### src/sv/wildcard_star_pattern_matcher_defines.svh
// Assertion macros shared by the matcher RTL.
`ifndef WILDCARD_STAR_PATTERN_MATCHER_DEFINES_SVH
`define WILDCARD_STAR_PATTERN_MATCHER_DEFINES_SVH
`ifndef SYNTH
// Checked only while reset is low.
`define WSPM_ASSERT(lbl, prop, msg) \
   lbl: assert property (@(posedge clock) disable iff (reset) prop) else $error(msg);
// Checked at every edge, including during reset.
`define WSPM_ASSERT_RST(lbl, prop, msg) \
   lbl: assert property (@(posedge clock) prop) else $error(msg);
`else
`define WSPM_ASSERT(lbl, prop, msg)
`define WSPM_ASSERT_RST(lbl, prop, msg)
`endif
`endif

### src/sv/wspm_pkg.sv
// Shared constants, command codes and control structs of the pattern matcher.
package wspm_pkg;

   // Default number of pattern token slots.
   localparam int PATTERN_MAX_DEF = 32;

   // Fixed field widths.
   localparam int CHAR_W  = 8;
   localparam int TIDX_W  = 5;
   localparam int COUNT_W = 6;

   // Command codes carried by each input transfer.
   typedef enum logic [1:0] {
      CMD_LOAD  = 2'd0,
      CMD_START = 2'd1,
      CMD_TEXT  = 2'd2,
      CMD_NOP   = 2'd3
   } cmd_type;

   // Execute-stage control handed to the match core.
   typedef struct packed {
      logic              fire;
      cmd_type           cmd;
      logic [CHAR_W-1:0] text_ch;
   } exec_type;

   // Token table write request.
   typedef struct packed {
      logic              en;
      logic [TIDX_W-1:0] idx;
      logic [CHAR_W-1:0] ch;
      logic              any;
      logic              star;
   } tok_wr_type;

endpackage

### src/sv/wspm_token_table.sv
// Pattern token storage: one character and two flags per token slot.
module wspm_token_table #(
   parameter int PATTERN_MAX = wspm_pkg::PATTERN_MAX_DEF
) (
   input  logic                                        clock,
   input  wspm_pkg::tok_wr_type                        tok_wr,
   output logic [PATTERN_MAX-1:0][wspm_pkg::CHAR_W-1:0] tok_ch,
   output logic [PATTERN_MAX-1:0]                      tok_any,
   output logic [PATTERN_MAX-1:0]                      tok_star
);

   logic [PATTERN_MAX-1:0][wspm_pkg::CHAR_W-1:0] ch_ff;
   logic [PATTERN_MAX-1:0]                       any_ff;
   logic [PATTERN_MAX-1:0]                       star_ff;

   // Each slot is written when the load index selects it; other indexes are dropped.
   for (genvar i = 0; i < PATTERN_MAX; i++) begin : g_slot
      always_ff @(posedge clock) begin
         if (tok_wr.en && (int'(tok_wr.idx) == i)) begin
            ch_ff[i]   <= tok_wr.ch;
            any_ff[i]  <= tok_wr.any;
            star_ff[i] <= tok_wr.star;
         end
      end
   end

   assign tok_ch   = ch_ff;
   assign tok_any  = any_ff;
   assign tok_star = star_ff;

endmodule

### src/sv/wspm_closure.sv
// Closure of a position set across starred tokens, done as one carry chain.
module wspm_closure #(
   parameter int PATTERN_MAX = wspm_pkg::PATTERN_MAX_DEF
) (
   input  logic [PATTERN_MAX:0]   pos_in,
   input  logic [PATTERN_MAX-1:0] star,
   input  logic [PATTERN_MAX:0]   mask,
   output logic [PATTERN_MAX:0]   closed
);

   localparam int W = PATTERN_MAX + 1;

   logic [W-1:0] pos_m;
   logic [W-1:0] prop;
   logic [W-1:0] gen;
   logic [W-1:0] sum;
   logic [W-1:0] carry;

   // A starred token in use passes an active position on to the next one.
   // Generate is an active starred position and propagate is a starred one,
   // so the adder's carries are exactly the positions reached by skipping.
   always_comb begin
      pos_m  = pos_in & mask;
      prop   = {1'b0, star & mask[W-1:1]};
      gen    = prop & pos_m;
      sum    = prop + gen;
      carry  = sum ^ prop ^ gen;
      closed = (pos_m | carry) & mask;
   end

endmodule

### src/sv/wspm_match_core.sv
// Active position state and the per-character position update.
module wspm_match_core #(
   parameter int PATTERN_MAX = wspm_pkg::PATTERN_MAX_DEF
) (
   input  logic                                        clock,
   input  logic                                        reset,
   input  wspm_pkg::exec_type                          exec,
   input  wspm_pkg::tok_wr_type                        tok_wr,
   input  logic [wspm_pkg::COUNT_W-1:0]                tc_cur,
   input  logic [wspm_pkg::COUNT_W-1:0]                tc_next,
   input  logic [PATTERN_MAX-1:0][wspm_pkg::CHAR_W-1:0] tok_ch,
   input  logic [PATTERN_MAX-1:0]                      tok_any,
   input  logic [PATTERN_MAX-1:0]                      tok_star,
   output logic                                        matched
);

   localparam int W  = PATTERN_MAX + 1;
   localparam int NW = $clog2(PATTERN_MAX + 1);
   localparam logic [W-1:0] START_POS = {{PATTERN_MAX{1'b0}}, 1'b1};

   // last_ff is the set left by the last start or character; cur_ff is that
   // set closed under the tokens and count in force now.
   logic [W-1:0]           last_ff, last_in;
   logic [W-1:0]           cur_ff, cur_in;
   logic [NW-1:0]          n_cur, n_next;
   logic [W-1:0]           mask_cur, mask_next;
   logic [PATTERN_MAX-1:0] hit;
   logic [PATTERN_MAX-1:0] star_view;
   logic [W-1:0]           adv;
   logic [W-1:0]           step_src;
   logic [W-1:0]           step_pos;
   logic [W-1:0]           hold_pos;
   logic                   step_take;

   // Tokens in use, limited to the table size, and the matching position masks.
   always_comb begin
      n_cur  = (int'(tc_cur) > PATTERN_MAX) ? NW'(PATTERN_MAX) : tc_cur[NW-1:0];
      n_next = (int'(tc_next) > PATTERN_MAX) ? NW'(PATTERN_MAX) : tc_next[NW-1:0];
      for (int i = 0; i < W; i++) begin
         mask_cur[i]  = (i <= int'(n_cur));
         mask_next[i] = (i <= int'(n_next));
      end
   end

   // Advance every active position whose token accepts the character.
   always_comb begin
      for (int i = 0; i < PATTERN_MAX; i++) begin
         hit[i] = cur_ff[i] & mask_cur[i+1] &
                  (tok_any[i] | (tok_ch[i] == exec.text_ch));
      end
      adv[0] = hit[0] & tok_star[0];
      for (int i = 1; i < PATTERN_MAX; i++) begin
         adv[i] = (hit[i] & tok_star[i]) | (hit[i-1] & ~tok_star[i-1]);
      end
      adv[PATTERN_MAX] = hit[PATTERN_MAX-1] & ~tok_star[PATTERN_MAX-1];
      step_src = (exec.cmd == wspm_pkg::CMD_START) ? START_POS : adv;
   end

   // Star flags as they stand after a load in this cycle.
   always_comb begin
      for (int i = 0; i < PATTERN_MAX; i++) begin
         star_view[i] = (tok_wr.en && (int'(tok_wr.idx) == i)) ? tok_wr.star : tok_star[i];
      end
   end

   wspm_closure #(.PATTERN_MAX(PATTERN_MAX)) u_clo_step (
      .pos_in (step_src),
      .star   (tok_star),
      .mask   (mask_cur),
      .closed (step_pos)
   );

   wspm_closure #(.PATTERN_MAX(PATTERN_MAX)) u_clo_hold (
      .pos_in (last_ff),
      .star   (star_view),
      .mask   (mask_next),
      .closed (hold_pos)
   );

   // A start or a character replaces the set; otherwise the current set is
   // re-closed so loads and count changes are seen by the next character.
   always_comb begin
      step_take = exec.fire &&
                  ((exec.cmd == wspm_pkg::CMD_START) || (exec.cmd == wspm_pkg::CMD_TEXT));
      last_in   = step_take ? step_pos : last_ff;
      cur_in    = step_take ? step_pos : hold_pos;
      matched   = step_take && step_pos[n_cur];
   end

   always_ff @(posedge clock) begin
      if (reset) begin
         last_ff <= START_POS;
         cur_ff  <= START_POS;
      end else begin
         last_ff <= last_in;
         cur_ff  <= cur_in;
      end
   end

endmodule

### src/sv/wildcard_star_pattern_matcher.sv
// Top level of the wildcard and star pattern matcher.
//
//   Channel   Ports                     Direction   Moves
//   req       req_valid / req_ready     in          one command with its fields
//   rsp       rsp_valid / rsp_ready     out         one matched bit per command
//   csr       csr_wr_en / csr_wr_data   in          token count, no wait
//
// Each command passes through the input register, then through the position
// update into the result register. One command per cycle is sustained while
// the result is not stalled; the position set is updated by a single carry
// chain per command. Reset clears the count, the position set and both
// pipeline registers; the token table keeps its contents until loaded.
// A stalled result holds the input register, which then holds req_ready low.
module wildcard_star_pattern_matcher #(
   parameter int PATTERN_MAX = wspm_pkg::PATTERN_MAX_DEF
) (
   input  logic                                clock,
   input  logic                                reset,
   input  logic                                req_valid,
   output logic                                req_ready,
   input  logic [1:0]                          req_cmd,
   input  logic [wspm_pkg::TIDX_W-1:0]         req_token_index,
   input  logic [wspm_pkg::CHAR_W-1:0]         req_token_char,
   input  logic                                req_token_any,
   input  logic                                req_token_star,
   input  logic [wspm_pkg::CHAR_W-1:0]         req_text_char,
   output logic                                rsp_valid,
   input  logic                                rsp_ready,
   output logic                                rsp_matched,
   input  logic                                csr_wr_en,
   input  logic [wspm_pkg::COUNT_W-1:0]        csr_wr_data
);

`include "wildcard_star_pattern_matcher_defines.svh"

   logic                                        in_valid_ff, in_valid_in;
   wspm_pkg::cmd_type                           in_cmd_ff;
   logic [wspm_pkg::TIDX_W-1:0]                 in_idx_ff;
   logic [wspm_pkg::CHAR_W-1:0]                 in_tch_ff;
   logic                                        in_any_ff;
   logic                                        in_star_ff;
   logic [wspm_pkg::CHAR_W-1:0]                 in_xch_ff;
   logic                                        rsp_valid_ff, rsp_valid_in;
   logic                                        rsp_matched_ff;
   logic [wspm_pkg::COUNT_W-1:0]                tc_ff, tc_in;
   logic                                        req_take;
   logic                                        stage_go;
   logic                                        core_matched;
   wspm_pkg::exec_type                          exec;
   wspm_pkg::tok_wr_type                        tok_wr;
   logic [PATTERN_MAX-1:0][wspm_pkg::CHAR_W-1:0] tok_ch;
   logic [PATTERN_MAX-1:0]                      tok_any;
   logic [PATTERN_MAX-1:0]                      tok_star;

   // Handshake: the input register executes whenever the result register is free.
   always_comb begin
      stage_go     = in_valid_ff && (!rsp_valid_ff || rsp_ready);
      req_ready    = !in_valid_ff || stage_go;
      req_take     = req_valid && req_ready;
      in_valid_in  = req_take || (in_valid_ff && !stage_go);
      rsp_valid_in = stage_go || (rsp_valid_ff && !rsp_ready);
      tc_in        = csr_wr_en ? csr_wr_data : tc_ff;
   end

   // Control handed to the table and the core.
   always_comb begin
      exec.fire     = stage_go;
      exec.cmd      = in_cmd_ff;
      exec.text_ch  = in_xch_ff;
      tok_wr.en     = stage_go && (in_cmd_ff == wspm_pkg::CMD_LOAD);
      tok_wr.idx    = in_idx_ff;
      tok_wr.ch     = in_tch_ff;
      tok_wr.any    = in_any_ff;
      tok_wr.star   = in_star_ff;
   end

   // Control registers.
   always_ff @(posedge clock) begin
      if (reset) begin
         in_valid_ff  <= 1'b0;
         rsp_valid_ff <= 1'b0;
         tc_ff        <= '0;
      end else begin
         in_valid_ff  <= in_valid_in;
         rsp_valid_ff <= rsp_valid_in;
         tc_ff        <= tc_in;
      end
   end

   // Input payload register, loaded on each input transfer.
   always_ff @(posedge clock) begin
      if (req_take) begin
         in_cmd_ff  <= wspm_pkg::cmd_type'(req_cmd);
         in_idx_ff  <= req_token_index;
         in_tch_ff  <= req_token_char;
         in_any_ff  <= req_token_any;
         in_star_ff <= req_token_star;
         in_xch_ff  <= req_text_char;
      end
   end

   // Result payload register.
   always_ff @(posedge clock) begin
      if (stage_go) begin
         rsp_matched_ff <= core_matched;
      end
   end

   wspm_token_table #(.PATTERN_MAX(PATTERN_MAX)) u_table (
      .clock    (clock),
      .tok_wr   (tok_wr),
      .tok_ch   (tok_ch),
      .tok_any  (tok_any),
      .tok_star (tok_star)
   );

   wspm_match_core #(.PATTERN_MAX(PATTERN_MAX)) u_core (
      .clock    (clock),
      .reset    (reset),
      .exec     (exec),
      .tok_wr   (tok_wr),
      .tc_cur   (tc_ff),
      .tc_next  (tc_in),
      .tok_ch   (tok_ch),
      .tok_any  (tok_any),
      .tok_star (tok_star),
      .matched  (core_matched)
   );

   assign rsp_valid   = rsp_valid_ff;
   assign rsp_matched = rsp_matched_ff;

   // Both pipeline registers are empty after reset.
   `WSPM_ASSERT_RST(a_reset_empty, reset |=> (!rsp_valid && !in_valid_ff), "pipeline not empty after reset")
   // The input side stalls only behind a full, stalled result register.
   `WSPM_ASSERT(a_stall_cause, !req_ready |-> (in_valid_ff && rsp_valid_ff && !rsp_ready), "input stalled without cause")
   // A token load never reports a match.
   `WSPM_ASSERT(a_load_nomatch, (stage_go && (in_cmd_ff == wspm_pkg::CMD_LOAD)) |=> (rsp_valid && !rsp_matched), "load reported a match")
   // An empty pattern matches the empty text.
   `WSPM_ASSERT(a_empty_match, (stage_go && (in_cmd_ff == wspm_pkg::CMD_START) && (tc_ff == '0)) |=> rsp_matched, "empty pattern missed empty text")

endmodule

### config.mk
export PLATFORM = sky130hd
export DESIGN_NAME = wildcard_star_pattern_matcher
export DESIGN_NICKNAME = d
export VERILOG_FILES = /design/src/sv/wspm_pkg.sv /design/src/sv/wspm_token_table.sv /design/src/sv/wspm_closure.sv /design/src/sv/wspm_match_core.sv /design/src/sv/wildcard_star_pattern_matcher.sv
export VERILOG_INCLUDE_DIRS = /design/src /design/src/sv
export SDC_FILE = /design/constraint.sdc
export NUM_CORES = 1
export LEC_CHECK = 0
export ABC_AREA = 1
export BUFFER_PORTS_ARGS = -buffer_cell sky130_fd_sc_hd__buf_2
export CAP_MARGIN = 20
export CORE_ASPECT_RATIO = 1.1
export CORE_MARGIN = 4
export CORE_UTILIZATION = 60
export CTS_CLUSTER_DIAMETER = 80
export DETAILED_ROUTE_END_ITERATION = 16
export GPL_ROUTABILITY_DRIVEN = 0
export PLACE_DENSITY = 0.73
export SLEW_MARGIN = 20
export SYNTH_ARGS = -nofsm -noshare
export SYNTH_HDL_FRONTEND = slang
export SYNTH_HIERARCHICAL = 1
export SYNTH_SLANG_ARGS = --single-unit
### constraint.sdc
create_clock -name clock -period 5.88 [get_ports clock]
set_clock_uncertainty 0.2 [all_clocks]
set_input_delay 0.294 -clock clock [delete_from_list [all_inputs] [get_ports clock]]
set_output_delay 0.294 -clock clock [all_outputs]
set_load 0.02 [all_outputs]
==> flow_summary.json <==
{
  "outcome": "complete, no violations",
  "start_util_pct": 60.6,
  "insertion_delay_ns": 0.54,
  "finalHoldViolCount": 0,
  "hp-start": "reset",
  "drc": 0,
  "slowest_delay_ns": 0.75,
  "slew_headroom_pct": 26.2,
  "synth_cells": 2868,
  "utilization_pct": 67.0,
  "crit_top_cell": "nand2_1",
  "finalSetupTns_ns": 0,
  "drv_slew": 0,
  "layout.nets": 2993,
  "cpMaxStageDelayCell": "dfxtp_1",
  "netlist_area_um2": 23700,
  "overflow": 0,
  "cts_tree": "built",
  "avgSynthCellArea_um2": 8.26,
  "endpoint_kind": "flop",
  "power_mw": 6.33,
  "num_vias": 19700,
  "area_growth_pct": 10.6,
  "clock_sinks": 418,
  "grt_max_degree": 72,
  "r2r_start": "tc_ff[5]",
  "grt_pass1_vias": 19000,
  "rows": 76,
  "mostFrequentLayoutCell": "nand2_1",
  "most-common-layout-cells": "843 x nand2_1, 346 x edfxtp_1, 300 x inv_1, 227 x nor2_1, 169 x a21oi_1",
  "leakage_nw": 10.8,
  "post_drt_wl_per_cell_um": 19.2,
  "grt_pass1_wl_um": 103000,
  "start_kind": "flop",
  "coreArea_um2": 39100,
  "ioPinCount": 39,
  "die_area_um2": 42700,
  "setup_violations": 0,
  "ant_nets": 0,
  "htree_num_levels": 2,
  "cp.arrival_ns": 5.19,
  "ctsLongestPathBuffers": 3,
  "clkTransAtPathRegs_ns": 0.07,
  "hold_path_class": "primary input to flop",
  "fin_crit_ns": 4.98,
  "firstDrtPassIters": 7,
  "dpl.hpwl_um": 48200,
  "yosysWarnings": 6,
  "ir_drop_v": 0.000305,
  "cts_buffers": 41,
  "grt_usage_pct": 30.9,
  "timing.final.crit_share_pct": 84.8,
  "antenna_cells": 0,
  "antenna_found_initial": 0,
  "io_buffers": 38,
  "die_y_um": 216,
  "worstMarginPinSlew_ns": 1.10,
  "ctsRootBufferMaster": "clkbuf_16",
  "drt_wl_total_um": 67100,
  "post_cts_buffers": 0,
  "num-fill-cells": 3129,
  "startpoint": "tc_ff[5]",
  "drive_above_1_share_pct": 12.7,
  "rsz0062_at_grt": "false",
  "required_ns": 6.08,
  "die-width_um": 197,
  "cap_violations": 0,
  "max_clock_freq_mhz": 201,
  "vias_per_cell": 5.63,
  "path_class": "flop to flop",
  "critPathMaxFanout": 11,
  "drtIter0Drc": 1867,
  "power_density_nw_per_um2": 241
}
-- final cells by class --
| class | count | area (µm²) | share of cell area, % |
|---|---|---|---|
| repair buffers | 112 | 910 | 3.47 |
| flip-flops and latches | 418 | 11800 | 45.2 |
| clock inverters | 17 | 141 | 0.540 |
| clock buffers | 55 | 1130 | 4.31 |
| well taps | 507 | 634 | 2.42 |
| inverters | 379 | 1430 | 5.46 |
| multi-input cells | 2002 | 10100 | 38.6 |
-- critical path, delay by kind of cell, from the launching register on --
family | cells | cell delay (ns)
simple gates | 23 | 3.05
flops | 1 | 0.75
buf+inv | 3 | 0.61
compound gates | 2 | 0.23
-- power breakdown --
group	total [mW]	internal [mW]	switching (mW)	leakage, nW
Clock	2.52	1.44	1.08	0.632
Combinational	0.542	0.165	0.377	6.50
Sequential	3.26	3.22	0.0386	3.71
-- path summary, 6_finish.rpt --
path / end / slack, ns / cells past startpoint
setup reg to reg: rsp_matched / 0.90 / 28
hold reg to reg: u_core/last_ff[0] / 0.25 / 2
setup / recovery: rsp_matched / 0.90 / 28
hold / removal: u_core/last_ff[1] / 0.21 / 3
-- per-stage QoR --
| step | cell area [µm²] | std cells | setup slack [ns] | hold WS [ns] |
|---|---|---|---|---|
| 2_1_floorplan | 23700 | 2869 | 2.55 | 0.193 |
| 3_3_place_gp | 24400 | 3367 | 1.08 | 0.236 |
| 3_5_place_dp | 24400 | 3369 | 1.14 | 0.244 |
| 4_1_cts | 26200 | 3487 | 1.11 | 0.195 |
| 5_1_grt | 26200 | 3490 | 0.625 | 0.252 |
| 6_report | 26200 | 3490 | 0.895 | 0.207 |
-- flip-flops by register name (all words and copies together) (netlist names), 5 cells and up --
signal	flops
in_idx_ff	5
u_core/cur_ff	32
u_table/tok_any	32
u_core/last_ff	32
u_table/tok_ch	256
in_xch_ff	8
in_tch_ff	8
u_table/tok_star	32
tc_ff	6
-- timing repair --
item	CTS	global route
hold buffers	46	0
hold endpoints to repair	33	0
resized for setup	0	0
-- layer usage --
layer / wire (µm) / GRT usage (%) / part of all wire (%) / up-vias
met5: 0 / 0 / 0 / -
met4: 4030 / 16.1 / 6.0 / 0
met3: 5310 / 3.65 / 7.9 / 243
met2: 31600 / 51.5 / 47 / 983
met1: 26200 / 39.9 / 39 / 9024
li1: - / - / - / 9406
Note: power is estimated with default switching activity, not from simulation.
